### config.mk
export PLATFORM = sky130hd
export DESIGN_NAME = half_step_stepper_sequencer_flat
export DESIGN_NICKNAME = d
export VERILOG_FILES = /design/src/rtl/hss_pkg.sv /design/src/rtl/hss_if.sv /design/src/rtl/half_step_stepper_sequencer.sv /design/src/flat_wrapper.sv
export SDC_FILE = /design/constraint.sdc
export NUM_CORES = 1
export LEC_CHECK = 0
export ABC_AREA = 1
export BUFFER_PORTS_ARGS = -buffer_cell sky130_fd_sc_hd__buf_2
export CAP_MARGIN = 20
export CORE_MARGIN = 2
export CORE_UTILIZATION = 41
export CTS_CLUSTER_SIZE = 28
export DETAILED_ROUTE_END_ITERATION = 12
export SLEW_MARGIN = 5
export SYNTH_ARGS = -nofsm -noshare
export SYNTH_HDL_FRONTEND = slang
export SYNTH_SLANG_ARGS = --single-unit
### constraint.sdc
create_clock -name i_clk -period 11.4 [get_ports i_clk]
set_input_delay 0.57 -clock i_clk [delete_from_list [all_inputs] [get_ports i_clk]]
set_output_delay 0.57 -clock i_clk [all_outputs]
set_load 0.005 [all_outputs]
### src/rtl/hss_pkg.sv
// Package for the half-step stepper sequencer: field widths, action and
// register codes, and the half-step coil pattern table.
// No dependencies.
package hss_pkg;

    localparam int ACTION_W   = 2;
    localparam int TIME_W     = 32;
    localparam int COUNT_W    = 24;
    localparam int COIL_W     = 4;
    localparam int POS_W      = 16;
    localparam int CFG_IDX_W  = 1;
    localparam int CFG_DATA_W = 32;

    // The half-step pattern has eight entries.
    localparam int PHASE_COUNT = 8;
    localparam int PHASE_W     = $clog2(PHASE_COUNT);

    localparam logic [TIME_W-1:0] STEP_PERIOD_RST = 32'd10000;
    localparam logic [POS_W-1:0]  MOTOR_STEPS_RST = 16'd4096;

    typedef enum logic [ACTION_W-1:0] {
        ACT_TICK        = 2'd0,
        ACT_ROTATE_CNT  = 2'd1,
        ACT_ROTATE_CONT = 2'd2,
        ACT_STOP        = 2'd3
    } t_action;

    typedef enum logic [CFG_IDX_W-1:0] {
        REG_STEP_PERIOD = 1'd0,
        REG_MOTOR_STEPS = 1'd1
    } t_reg_index;

    function automatic logic [COIL_W-1:0] coil_lookup(input logic [PHASE_W-1:0] phase);
        logic [COIL_W-1:0] pattern;
        case (phase)
            3'd0:    pattern = 4'b1000;
            3'd1:    pattern = 4'b1100;
            3'd2:    pattern = 4'b0100;
            3'd3:    pattern = 4'b0110;
            3'd4:    pattern = 4'b0010;
            3'd5:    pattern = 4'b0011;
            3'd6:    pattern = 4'b0001;
            3'd7:    pattern = 4'b1001;
            default: pattern = 4'b0000;
        endcase
        return pattern;
    endfunction

endpackage

### src/rtl/hss_if.sv
// Channel interfaces of the half-step stepper sequencer: command input,
// result output and configuration write. Depends on hss_pkg.
interface hss_in_if;
    logic                             valid;
    logic                             ready;
    logic [hss_pkg::ACTION_W-1:0]     action;
    logic [hss_pkg::TIME_W-1:0]       now_us;
    logic                             direction;
    logic [hss_pkg::COUNT_W-1:0]      step_count;

    modport source(output valid, action, now_us, direction, step_count, input ready);
    modport sink(input valid, action, now_us, direction, step_count, output ready);
endinterface

interface hss_out_if;
    logic                             valid;
    logic                             ready;
    logic [hss_pkg::COIL_W-1:0]       coil_pattern;
    logic                             stepped;
    logic                             finished;
    logic [hss_pkg::POS_W-1:0]        position;
    logic                             running;

    modport source(output valid, coil_pattern, stepped, finished, position, running,
                   input ready);
    modport sink(input valid, coil_pattern, stepped, finished, position, running,
                 output ready);
endinterface

interface hss_cfg_if;
    logic                             valid;
    logic                             ready;
    logic [hss_pkg::CFG_IDX_W-1:0]    index;
    logic [hss_pkg::CFG_DATA_W-1:0]   data;

    modport source(output valid, index, data, input ready);
    modport sink(input valid, index, data, output ready);
endinterface

### src/rtl/half_step_stepper_sequencer.sv
// Top level of the half-step stepper sequencer: input register, state
// update and result register. Depends on hss_pkg and the interfaces in hss_if.
//
// Usage:
// Each word on i_in carries an action (tick, rotate by a step count, rotate
// continuously, stop) with a microsecond time stamp. Every word gives exactly
// one result word on o_out: coil drive bits, the stepped and finished flags,
// the position and the running flag, all as they stand after that word.
// A tick takes a half step once one step period has passed since the last
// step start; the start time then advances by exactly one period.
// i_cfg writes the step period (index 0) and the steps per revolution
// (index 1). It is always ready and is meant to be used while idle.
// A word waits in the input register; the state update and the result are
// then registered into the result register. One word is accepted every
// cycle while the receiver takes results; the combinational state update sets that rate.
// When the receiver stalls, the result register holds and the input
// register fills; i_in drops ready only once both are full.
// Reset stops the motor, turns all coils off, clears position and phase,
// and loads a 10000 us period and 4096 steps per revolution.
module half_step_stepper_sequencer (
    input  logic               i_clk,
    input  logic               i_rst_n,
    hss_in_if.sink             i_in,
    hss_out_if.source          o_out,
    hss_cfg_if.sink            i_cfg
);

    localparam int PW = hss_pkg::PHASE_W;
    localparam int SW = hss_pkg::POS_W;
    localparam int TW = hss_pkg::TIME_W;
    localparam int CW = hss_pkg::COUNT_W;

    // Configuration registers.
    logic [TW-1:0] r_period;
    logic [SW-1:0] r_motor_steps;

    // Input register.
    logic                 r_in_valid;
    hss_pkg::t_action     r_action;
    logic [TW-1:0]        r_now;
    logic                 r_dir;
    logic [CW-1:0]        r_count;

    // Motor state.
    logic          r_halted,    n_halted;
    logic          r_backward,  n_backward;
    logic [CW-1:0] r_steps_left, n_steps_left;
    logic [TW-1:0] r_last_time, n_last_time;
    logic [PW-1:0] r_phase,     n_phase;
    logic [SW-1:0] r_pos,       n_pos;
    logic [hss_pkg::COIL_W-1:0] r_coil, n_coil;
    logic          n_stepped, n_finished;

    // Result register.
    logic                       r_out_valid;
    logic [hss_pkg::COIL_W-1:0] r_out_coil;
    logic                       r_out_stepped;
    logic                       r_out_finished;
    logic [SW-1:0]              r_out_pos;
    logic                       r_out_running;

    logic          out_free;
    logic          advance;
    logic [TW-1:0] elapsed;
    logic [SW:0]   pos_inc;
    logic [CW-1:0] steps_dec;

    assign out_free   = !r_out_valid || o_out.ready;
    assign advance    = r_in_valid && out_free;
    assign i_in.ready = !r_in_valid || out_free;
    assign i_cfg.ready = 1'b1;

    assign elapsed   = r_now - r_last_time;
    assign pos_inc   = {1'b0, r_pos} + {{SW{1'b0}}, 1'b1};
    assign steps_dec = r_steps_left - {{(CW-1){1'b0}}, 1'b1};

    always_comb begin
        n_halted     = r_halted;
        n_backward   = r_backward;
        n_steps_left = r_steps_left;
        n_last_time  = r_last_time;
        n_phase      = r_phase;
        n_pos        = r_pos;
        n_coil       = r_coil;
        n_stepped    = 1'b0;
        n_finished   = 1'b0;
        case (r_action)
            hss_pkg::ACT_TICK: begin
                if (!r_halted && (elapsed >= r_period)) begin
                    n_last_time = r_last_time + r_period;
                    if (!r_backward) begin
                        n_phase = r_phase + {{(PW-1){1'b0}}, 1'b1};
                        // Positions past the limit (after a lower limit) wrap to zero.
                        n_pos = (pos_inc > {1'b0, r_motor_steps}) ? '0 : pos_inc[SW-1:0];
                    end else begin
                        n_phase = r_phase - {{(PW-1){1'b0}}, 1'b1};
                        n_pos   = (r_pos == '0) ? r_motor_steps
                                                : r_pos - {{(SW-1){1'b0}}, 1'b1};
                    end
                    n_coil    = hss_pkg::coil_lookup(n_phase);
                    n_stepped = 1'b1;
                    // A zero goal means run without end.
                    if (r_steps_left != '0) begin
                        n_steps_left = steps_dec;
                        if (steps_dec == '0) begin
                            n_halted   = 1'b1;
                            n_finished = 1'b1;
                        end
                    end
                end
            end
            hss_pkg::ACT_ROTATE_CNT: begin
                n_halted     = 1'b0;
                n_backward   = r_dir;
                n_steps_left = r_count;
                n_last_time  = r_now;
            end
            hss_pkg::ACT_ROTATE_CONT: begin
                n_halted     = 1'b0;
                n_backward   = r_dir;
                n_steps_left = '0;
                n_last_time  = r_now;
            end
            hss_pkg::ACT_STOP: begin
                n_halted = 1'b1;
            end
            default: begin
                n_halted = r_halted;
            end
        endcase
    end

    always_ff @(posedge i_clk) begin
        if (!i_rst_n) begin
            r_period      <= hss_pkg::STEP_PERIOD_RST;
            r_motor_steps <= hss_pkg::MOTOR_STEPS_RST;
            r_in_valid    <= 1'b0;
            r_out_valid   <= 1'b0;
            r_halted      <= 1'b1;
            r_backward    <= 1'b0;
            r_steps_left  <= '0;
            r_last_time   <= '0;
            r_phase       <= '0;
            r_pos         <= '0;
            r_coil        <= '0;
        end else begin
            if (i_cfg.valid) begin
                case (hss_pkg::t_reg_index'(i_cfg.index))
                    hss_pkg::REG_STEP_PERIOD: r_period      <= i_cfg.data;
                    hss_pkg::REG_MOTOR_STEPS: r_motor_steps <= i_cfg.data[SW-1:0];
                    default:                  r_period      <= r_period;
                endcase
            end
            if (i_in.ready) begin
                r_in_valid <= i_in.valid;
            end
            if (out_free) begin
                r_out_valid <= r_in_valid;
            end
            if (advance) begin
                r_halted     <= n_halted;
                r_backward   <= n_backward;
                r_steps_left <= n_steps_left;
                r_last_time  <= n_last_time;
                r_phase      <= n_phase;
                r_pos        <= n_pos;
                r_coil       <= n_coil;
            end
        end
    end

    // Payload registers carry no reset.
    always_ff @(posedge i_clk) begin
        if (i_in.ready && i_in.valid) begin
            r_action <= hss_pkg::t_action'(i_in.action);
            r_now    <= i_in.now_us;
            r_dir    <= i_in.direction;
            r_count  <= i_in.step_count;
        end
        if (advance) begin
            r_out_coil     <= n_coil;
            r_out_stepped  <= n_stepped;
            r_out_finished <= n_finished;
            r_out_pos      <= n_pos;
            r_out_running  <= !n_halted;
        end
    end

    assign o_out.valid        = r_out_valid;
    assign o_out.coil_pattern = r_out_coil;
    assign o_out.stepped      = r_out_stepped;
    assign o_out.finished     = r_out_finished;
    assign o_out.position     = r_out_pos;
    assign o_out.running      = r_out_running;

endmodule

### src/flat_wrapper.sv
// flat-port wrapper written by rule: the top's interface ports become plain ports
module half_step_stepper_sequencer_flat 
  (i_clk, i_rst_n, i_in_valid, i_in_action, i_in_now_us, i_in_direction, i_in_step_count, i_in_ready, o_out_valid, o_out_coil_pattern, o_out_stepped, o_out_finished, o_out_position, o_out_running, o_out_ready, i_cfg_valid, i_cfg_index, i_cfg_data, i_cfg_ready);
  hss_in_if i_in_i ();
  hss_out_if o_out_i ();
  hss_cfg_if i_cfg_i ();
  input  logic i_clk;
  input  logic i_rst_n;
  input wire logic [$bits(i_in_i.valid)-1:0] i_in_valid;
  input wire logic [$bits(i_in_i.action)-1:0] i_in_action;
  input wire logic [$bits(i_in_i.now_us)-1:0] i_in_now_us;
  input wire logic [$bits(i_in_i.direction)-1:0] i_in_direction;
  input wire logic [$bits(i_in_i.step_count)-1:0] i_in_step_count;
  output wire logic [$bits(i_in_i.ready)-1:0] i_in_ready;
  output wire logic [$bits(o_out_i.valid)-1:0] o_out_valid;
  output wire logic [$bits(o_out_i.coil_pattern)-1:0] o_out_coil_pattern;
  output wire logic [$bits(o_out_i.stepped)-1:0] o_out_stepped;
  output wire logic [$bits(o_out_i.finished)-1:0] o_out_finished;
  output wire logic [$bits(o_out_i.position)-1:0] o_out_position;
  output wire logic [$bits(o_out_i.running)-1:0] o_out_running;
  input wire logic [$bits(o_out_i.ready)-1:0] o_out_ready;
  input wire logic [$bits(i_cfg_i.valid)-1:0] i_cfg_valid;
  input wire logic [$bits(i_cfg_i.index)-1:0] i_cfg_index;
  input wire logic [$bits(i_cfg_i.data)-1:0] i_cfg_data;
  output wire logic [$bits(i_cfg_i.ready)-1:0] i_cfg_ready;
  assign i_in_i.valid = i_in_valid;
  assign i_in_i.action = i_in_action;
  assign i_in_i.now_us = i_in_now_us;
  assign i_in_i.direction = i_in_direction;
  assign i_in_i.step_count = i_in_step_count;
  assign i_in_ready = i_in_i.ready;
  assign o_out_valid = o_out_i.valid;
  assign o_out_coil_pattern = o_out_i.coil_pattern;
  assign o_out_stepped = o_out_i.stepped;
  assign o_out_finished = o_out_i.finished;
  assign o_out_position = o_out_i.position;
  assign o_out_running = o_out_i.running;
  assign o_out_i.ready = o_out_ready;
  assign i_cfg_i.valid = i_cfg_valid;
  assign i_cfg_i.index = i_cfg_index;
  assign i_cfg_i.data = i_cfg_data;
  assign i_cfg_ready = i_cfg_i.ready;
  half_step_stepper_sequencer u_core (.i_clk(i_clk), .i_rst_n(i_rst_n), .i_in(i_in_i), .o_out(o_out_i), .i_cfg(i_cfg_i));
endmodule
After elaboration in Yosys (flattened, before gate mapping)
Memories as Yosys holds them, arrays and structs flattened.
Cells that the tools add are included.
{ "totals": {"output_inout_bits": 26, "rom_bits": 32, "elab_cells": 80, "mem_count": 1, "register_bits": 213} }
{ "mem_list": {"columns": ["name", "depth", "word_bits", "read_ports", "rd_ports_with_merged_regs", "write_ports", "line", "text"], "rows": [
  ["(name not given)", 8, 4, 1, 0, 0, "hss_pkg.sv:35", "case (phase)"]
]} }
{ "op_classes": {"n_eq_ne": 5, "add_sub_neg": 7, "n_mux": 21, "bitwise_logic": 1, "magnitude_cmp": 2, "reduce_logical": 23} }
{ "op_table": {"columns": ["cell", "count"], "rows": [
  ["$mux 16", 5],
  ["$pmux 24 s3", 1],
  ["$pmux 32 s2", 1],
  ["$mux 24", 2],
  ["$add 32x32->32", 1],
  ["$ge 32x32->1", 1],
  ["$mux 32", 1],
  ["$sub 32x32->32", 1],
  ["$logic_not 24->1", 1],
  ["$reduce_bool 24->1", 1],
  ["$sub 24x1->24 const B", 1],
  ["$add 16x1->17 const B", 1],
  ["$gt 17x16->1", 1],
  ["$logic_not 16->1", 1],
  ["$sub 16x1->16 const B", 1],
  ["$mux 3", 3],
  ["$reduce_and 3->1", 3],
  ["$mux 4", 2],
  ["$reduce_and 2->1", 3],
  ["$mux 1", 5],
  ["$eq 2x2->1 const B", 2],
  ["$logic_not 1->1", 4],
  ["$ne 2x1->1 const B", 2],
  ["$reduce_and 4->1", 1],
  ["other kinds (11)", 14]
]} }

Logic depth before layout (Yosys ltp)
Gate-level depths: netlist of run 1.
An unclocked memory read counts as a cell.
{ "logic_depth": {"ltp_word": 8, "mapped_depth": 31, "ltp_nobuf": 30} }

Worst setup path after synthesis of run 1
Ideal clock, no wire load.
{ "synth_timing": {"kind": "register to register", "from": "register u_core.r_now[0]", "to": "register u_core.r_out_pos[14] (netlist: u_core.o_out.position[14]) (data pin)", "setup_ns": 0.265, "arrival_ns": 3.544, "stages_incl_launch_ff": 27, "setup_slack_ns": 7.591, "period_less_slack_ns": 3.809, "path_cell_list": "edfxtp_1 > inv_1 > ha_1 > inv_1 > fa_1 > nand3_1 > nand3_1 > a21oi_1 > o21ai_1 > a21oi_1 > inv_1 > nand2_1 > nand2_1 > nand2_1 > nand2_1 > xor2_1 > ha_1 > nand2_1 > nor2_1 > nand4_1 > nor2_1 > nand4_1 > nand3_2 > nand2_4 > nor2_4 > clkbuf_1 > o21ai_0"} }
{ "synth_via": {"elab_chain_cells": 5} }
{ "synth_lines": {"columns": ["item", "line", "text"], "rows": [
  ["from (decl)", "half_step_stepper_sequencer.sv:40", "logic [TW-1:0] r_now;"],
  ["from (signal assigned)", "half_step_stepper_sequencer.sv:176", "r_now <= i_in.now_us;"],
  ["$sub 32x32->32", "half_step_stepper_sequencer.sv:73", "assign elapsed = r_now - r_last_time;"],
  ["$ge 32x32->1", "half_step_stepper_sequencer.sv:89", "if (!r_halted && (elapsed >= r_period)) begin"],
  ["$logic_and 1x1->1", "half_step_stepper_sequencer.sv:89", null],
  ["$mux 16", "half_step_stepper_sequencer.sv:89", null],
  ["$mux 16", "half_step_stepper_sequencer.sv:87", "case (r_action)"],
  ["net u_core.n_pos[14]", "half_step_stepper_sequencer.sv:50", "logic [SW-1:0] r_pos, n_pos;"],
  ["to (signal assigned)", "half_step_stepper_sequencer.sv:184", "r_out_pos <= n_pos;"],
  ["to (decl)", "half_step_stepper_sequencer.sv:59", "logic [SW-1:0] r_out_pos;"]
]} }
The timed path passes the listed nets, and every way through them passes these cells.
A chain may end at the register's enable or synchronous reset.

Final worst setup path of run 1
{ "layout_timing": {"from": "register u_core.r_now[0]", "to": "register u_core.r_steps_left[1]"} }
{ "layout_via": {"elab_chain_cells": 5} }
{ "layout_lines": {"columns": ["item", "line", "text"], "rows": [
  ["$sub 32x32->32", "half_step_stepper_sequencer.sv:73", null],
  ["$ge 32x32->1", "half_step_stepper_sequencer.sv:89", null],
  ["$logic_and 1x1->1", "half_step_stepper_sequencer.sv:89", null],
  ["$ne 2x1->1 (no source line)", null, null],
  ["$reduce_and 4->1 (no source line)", null, null],
  ["to (signal assigned)", "half_step_stepper_sequencer.sv:163", "r_steps_left <= n_steps_left;"],
  ["to (decl)", "half_step_stepper_sequencer.sv:47", "logic [CW-1:0] r_steps_left, n_steps_left;"]
]} }
Every way passes these cells.

==> results of run 1 <==
-- cell usage in the layout, fill, tap and decap left out, types with 10 or more instances in the layout --
master / Yosys / layout
nand2_1: 514 / 514
ha_1: 124 / 124
dfxtp_1: 131 / 131
a22oi_1: 16 / 16
xor2_1: 56 / 56
edfxtp_1: 82 / 82
o21ai_1: 22 / 22
xnor2_1: 12 / 12
a21oi_1: 172 / 172
nor3_1: 27 / 27
o21ai_0: 130 / 130
nand3_1: 133 / 133
o21ai_2: 10 / 10
nand2_2: 16 / 16
nand2_4: 14 / 14
nand4_1: 29 / 29
inv_1: 289 / 288
nor2_2: 15 / 15
buf_2: 18 / 121
nor2_1: 217 / 217
clkbuf_16: 0 / 26
o211ai_1: 20 / 20
-- sequential cells by signal (all words and copies together) (netlist names), 2 cells and up, named ones only --
signal and flops:
u_core.r_count 24, u_core.r_last_time 32, u_core.r_now 32, u_core.r_coil 4, u_core.r_phase 3, u_core.r_steps_left 24
u_core.r_period 32, u_core.o_out.coil_pattern 4, u_core.r_action 2, u_core.o_out.position 16, u_core.r_pos 16, u_core.r_motor_steps 16
-- path summary, 6_finish.rpt --
check                                end  slack, ns  cells after the start                start
setup / recovery  u_core.r_steps_left[1]       6.38                     26      u_core.r_now[0]
hold / removal        u_core.r_count[20]       0.18                      1  i_in_step_count[20]
setup reg to reg  u_core.r_steps_left[1]       6.38                     26      u_core.r_now[0]
hold reg to reg        u_core.r_phase[2]       0.48                      2    u_core.r_phase[2]
-- worst reg2reg max path, delay by kind of cell, from the launching register on --
family	cells	cell delay, ns
and+or+nand+nor	15	2.40
adders and majority gates	3	0.81
AOI/OAI and AO/OA	3	0.70
buffers and inverters	4	0.54
DFF	1	0.35
xor gates and xnor gates	1	0.16
-- metal layers --
metal	routed length, um	vias up	track usage, %
met5	0	-	0
li1	-	7391	-
met1	22240	6721	35.00
met4	1271	0	7.073
met2	21250	442	38.86
met3	3325	76	2.848
-- logic make-up after synthesis --
| group | count (synthesis) |
|---|---|
| AOI/OAI and AO/OA | 409 |
| xor gates and xnor gates | 68 |
| other | 1 |
| DFF | 213 |
| muxes | 4 |
| and+or+nand+nor | 1001 |
| adders and majority gates | 127 |
| buffers and inverters | 362 |
-- power by group through the flow --
stage               clock [mW]  sequential [mW]  combinational (mW)
global route             0.878            0.874               0.687
finish                   0.822            0.871               0.605
floorplan                    0            0.870               0.429
CTS                      0.844            0.870               0.596
global placement             0            0.886               0.587
detailed placement           0            0.886               0.593
-- through the flow --
| stage | hold slack (ns) | power (mW) | util, % | std cells | cell area (um^2) |
|---|---|---|---|---|---|
| global placement | 0.4651 | 1.472 | 44.04 | 2760 | 16470 |
| CTS | 0.1560 | 2.309 | 46.31 | 2808 | 17320 |
| detailed placement | 0.4735 | 1.479 | 44.09 | 2761 | 16490 |
| floorplan | 0.4468 | 1.300 | - | 2185 | 15490 |
| finish | 0.1787 | 2.298 | 46.43 | 2810 | 17360 |
| global route | 0.1638 | 2.440 | 46.43 | 2810 | 17360 |
-- final cells by class --
type	instances	area (um^2)	share of cell area, %
timing repair buffer	133	735.7	4.237
sequential	213	5085	29.29
tap	511	639.4	3.682
clock inverter	14	143.9	0.8287
inverter	296	1111	6.399
multi-input combinational	1610	8961	51.61
clock buffer	33	686.9	3.956
==> results.ini, run 1 <==
[outcome]
status = completed

[pwr]
p_leak_nw = 8.267
power.share.switching_pct = 34.12
intPower_mw = 1.514
net-switching-power_mw = 0.7841
seqPwrFrac_pct = 37.9
clkPwrFrac_pct = 35.8
powerDensity_nw_per_um2 = 132.3
pwr-share-comb_pct = 26.3
ir_drop_mv = 0.1043

[global_route]
grt_pass1_wl_um = 74810
grt_pass1_vias = 13770
grt_max_degree = 98
grt_overflow = 0
antenna_found_initial = 0
grt_usage_pct = 24.50

[floorplan]
ios = 123
coreArea_um2 = 37400
fp.dieArea_um2 = 39350
placementRows = 71
dieWidth_um = 198.4
start_util_pct = 41.42
die_y_um = 198.4

[yosys]
synth-seq-area-share_pct = 32.82
yosysMostFrequentCell = nand2_1
ys_ff_latch = 213
syn_inst = 2185
syn_area_um2 = 15490
synthSimpleGateAreaFrac_pct = 28.51
synth_area_leader_cell = dfxtp_1
ys_async_sr_fraction_pct = 0
synth_fp_nets = 2409
synth_area_leaders = dfxtp_1 (17%), edfxtp_1 (16%), nand2_1 (12%)
yosysWarnings = 0
syn_area_per_cell_um2 = 7.090
synth_compound_area_share_pct = 14.80
synth_xor_area_share_pct = 3.845
synthAdderAreaFrac_pct = 10.40
synth_edf_count = 82
synthTopCellsByCount = nand2_1 (514), inv_1 (289), nor2_1 (217)
muxShareOfSynthArea_pct = 0.2585
synth_top_family_by_area = simple AND/OR/NAND/NOR gates
synth_cell_types = 63
synth_top_cell_area_share_pct = 16.93
synth_flop_cell = dfxtp_1

[routing]
wl_per_cell_um = 17.11
vias_per_cell = 5.206
vias = 14630
drt_wl_total_um = 48080
final_antenna_net_count = 0
firstDrtPassIters = 8
drt_iter0_markers = 1148
drc_errors = 0

[critical_path]
slowest_delay_ns = 0.46
worst-path-buf-inv = 4
worstPathArrival_ns = 5.51
required_ns = 11.90
crit_path_end_kind = flop
critPathKind = reg -> reg
path_delay_family = simple AND/OR/NAND/NOR gates
cp-start-kind = flop
crit_fanout = 35
critPathSlowestCell = nand2_2

[worst_hold_path]
worstHoldPathType = in -> reg

[placed_design]
hpwl_um = 37570
portBuffers = 121
gp_congestion = 1.006
pre_cts_ws_ns = 6.361

[timing]
layout_setup_ws_ns = 6.382
skew_ns = 0.02133
fin_crit_sh_pct = 44.01
period_minus_slack_ns = 5.018
rsz0062_at_grt = false
drv_slew = 0
fin_setup_tns_ns = 0
worstMarginPinSlew_ns = 0.9803
finalSetupViolCount = 0
timing.fmax_ghz = 0.1993
relSlewSlack_pct = 34.64
timing_hold_violations_final = 0

[clocking]
post_cts_resize_count = 0
insertion_delay_ns = 0.56
cts_made_buffers = 26
clkTransAtPathRegs_ns = 0.06
clock_sinks = 213
holdBufCountCts = 0
cts_tree = built
root_buffer = clkbuf_16
post_cts_buffers = 0
cts_buffer_depth = 3
htreeDepth = 1

[layout]
nets = 2504
syn_to_final_growth_pct = 12.08
diodes = 0
drive_gt1_share_pct = 11.05
nFillCells = 3872

[run]
maxCapViolations = 0

No activity file was read; power rests on OpenSTA's default activity.
==> run 2: changes to the inputs <==
==> constraint.sdc (replaced) <==
create_clock -name i_clk -period 4.9 [get_ports i_clk]
set_input_delay 0.245 -clock i_clk [delete_from_list [all_inputs] [get_ports i_clk]]
set_output_delay 0.245 -clock i_clk [all_outputs]
set_load 0.005 [all_outputs]
==> run 2 against run 1 <==
Effect of this change: via count is 2.4% higher; clock skew is 0.0087 ns lower; register-to-register slack worse by 6.0 ns; critical path type unchanged; wire length is 1.8% higher; sequential power is 130% higher; flip-flop and latch count stayed put; power is 140% higher; highest routed layer unchanged; design area is 4.5% higher.
==> results.ini, run 2 (synthesis gave the netlist of run 1 again) <==
[outcome]
status = completed

[worst_hold_path]
hold_depth = 3  ; +2
worstHoldPathType = in -> reg

[layout]
nets = 2582  ; +3.1%
reg_top3 = u_core.r_last_time (32), u_core.r_now (32), u_core.r_period (32)
final_core_util_pct = 48.53  ; +2.1 points
diodes = 0  ; unchanged
final_common_cell = nand2_1
final_area_um2 = 18150  ; +4.5%
final_cell_mix = nand2_1 (514), inv_1 (288), nor2_1 (217)
syn_to_final_growth_pct = 17.17
stdcell_count = 2889  ; +2.8%
drive_gt1_share_pct = 10.81  ; -0.24 points

[clocking]
post_cts_resize_count = 0  ; unchanged
holdBufCountCts = 74  ; +74
insertion_delay_ns = 0.55  ; about the same
clock_sinks = 213  ; unchanged
root_buffer = clkbuf_16
cts_tree = built
htreeDepth = 1  ; unchanged
cts_buffer_depth = 3  ; unchanged
clkTransAtPathRegs_ns = 0.06  ; about the same
cts_made_buffers = 27  ; +3.8%
post_cts_buffers = 0  ; unchanged

[placed_design]
dp.cells = 2766  ; +0.18%
portBuffers = 121  ; unchanged
hpwl_um = 37680  ; +0.27%
placed_cell_area_um2 = 16540  ; +0.30%
gp_congestion = 0.9755  ; -3.0%
pre_cts_ws_ns = 0.4364  ; -5.924 ns

[floorplan]
placementRows = 71  ; unchanged
fp.dieArea_um2 = 39350  ; unchanged
die_y_um = 198.4  ; unchanged
coreArea_um2 = 37400  ; unchanged
ios = 123  ; unchanged
start_util_pct = 41.42  ; unchanged
dieWidth_um = 198.4  ; unchanged

[timing]
period_minus_slack_ns = 4.521  ; -0.4964 ns
fin_crit_sh_pct = 92.27  ; +48 points
timing.fmax_ghz = 0.2212  ; +11%
finalSetupViolCount = 0  ; unchanged
timing_hold_violations_final = 0  ; unchanged
relSlewSlack_pct = 28.13  ; -6.5 points
drv_slew = 0  ; unchanged
fin_setup_tns_ns = 0  ; unchanged
worstMarginPinSlew_ns = 1.075  ; +0.09432 ns
skew_ns = 0.01264  ; -0.008696 ns
layout_setup_ws_ns = 0.3787  ; -6.004 ns
hold_ws_ns = 0.02405  ; -0.1547 ns
rsz0062_at_grt = false

[critical_path]
critPathSlowestCell = fa_1
worstPathArrival_ns = 5.00  ; -0.51 ns
crit_path_end_kind = flop
slowest_delay_ns = 0.39  ; -0.07 ns
critPathKind = reg -> reg
reg2reg_depth = 25  ; -3.8%
required_ns = 5.38  ; -6.52 ns
cp-start-kind = flop
crit_fanout = 15  ; -57%

[global_route]
grt_usage_pct = 24.93  ; +0.43 points
grt_max_degree = 64  ; -35%
grt_pass1_vias = 14150  ; +2.8%
grt_pass1_wl_um = 76290  ; +2.0%
antenna_found_initial = 0  ; unchanged
grt_overflow = 0  ; unchanged

[pwr]
p_leak_nw = 8.599  ; +4.0%
finalPower_mw = 5.477  ; +140%
ir_drop_mv = 0.2513  ; +140%
powerDensity_nw_per_um2 = 301.8  ; +130%

[routing]
final_antenna_net_count = 0  ; unchanged
vias_per_cell = 5.184  ; -0.42%
wl_per_cell_um = 16.94  ; -0.98%
drt_wl_total_um = 48950  ; +1.8%
drc_errors = 0  ; unchanged
firstDrtPassIters = 5  ; -3
vias = 14980  ; +2.4%
drt_iter0_markers = 1141  ; -0.61%

[run]
maxCapViolations = 0  ; unchanged

## run 2: cell count changes in the layout (fill, tap and decap cells not counted), sizes merged
cell / previous run / this run
inv: 296 / 292
buf: 133 / 136
bufinv: 2 / 3
dlygate4sd3: 0 / 74
clkinv: 11 / 12
clkinvlp: 1 / 2
clkbuf: 33 / 36
## run 2: critical path, delay by kind of cell, from the launching register on
| family | cells | cell delay, ns |
|---|---|---|
| compound gates | 4 | 0.94 |
| buf+inv | 4 | 0.54 |
| fa+ha+maj | 3 | 0.81 |
| flops | 1 | 0.36 |
| xor+xnor | 1 | 0.14 |
| simple gates | 13 | 1.64 |
## run 2: power by group
group	leakage (nW)	internal [mW]	switching, mW	total (mW)
registers	1.87	1.94	0.0816	2.03
logic	6.31	0.514	0.953	1.47
clock network	0.422	1.20	0.789	1.98
## run 2: final cells by class
cell class | instances | area, um^2
Fill cell | 3743 | 19250
Inverter | 296 | 1111
Sequential cell | 213 | 5085
Multi-Input combinational cell | 1610 | 8961
Tap cell | 511 | 639.4
Clock inverter | 13 | 141.4
Clock buffer | 36 | 729.5
Timing Repair Buffer | 210 | 1484
## run 2: path summary, 6_finish.rpt
check                                              from                       to  slack [ns]
worst max-delay path                    u_core.r_now[0]  u_core.r_steps_left[21]        0.38
worst min-delay path                     i_cfg_data[29]      u_core.r_period[29]        0.02
worst max register to register          u_core.r_now[0]  u_core.r_steps_left[21]        0.38
worst min register to register  u_core.r_motor_steps[9]  u_core.r_motor_steps[9]        0.49
## run 2: metal layers
metal / up-vias / part of all wire (%) / global-route usage, %
met2: 471 / 43 / 39.51
met3: 85 / 6.7 / 3.696
li1: 7546 / - / -
met4: 0 / 3.1 / 7.742
met1: 6876 / 47 / 34.95
met5: - / 0 / 0
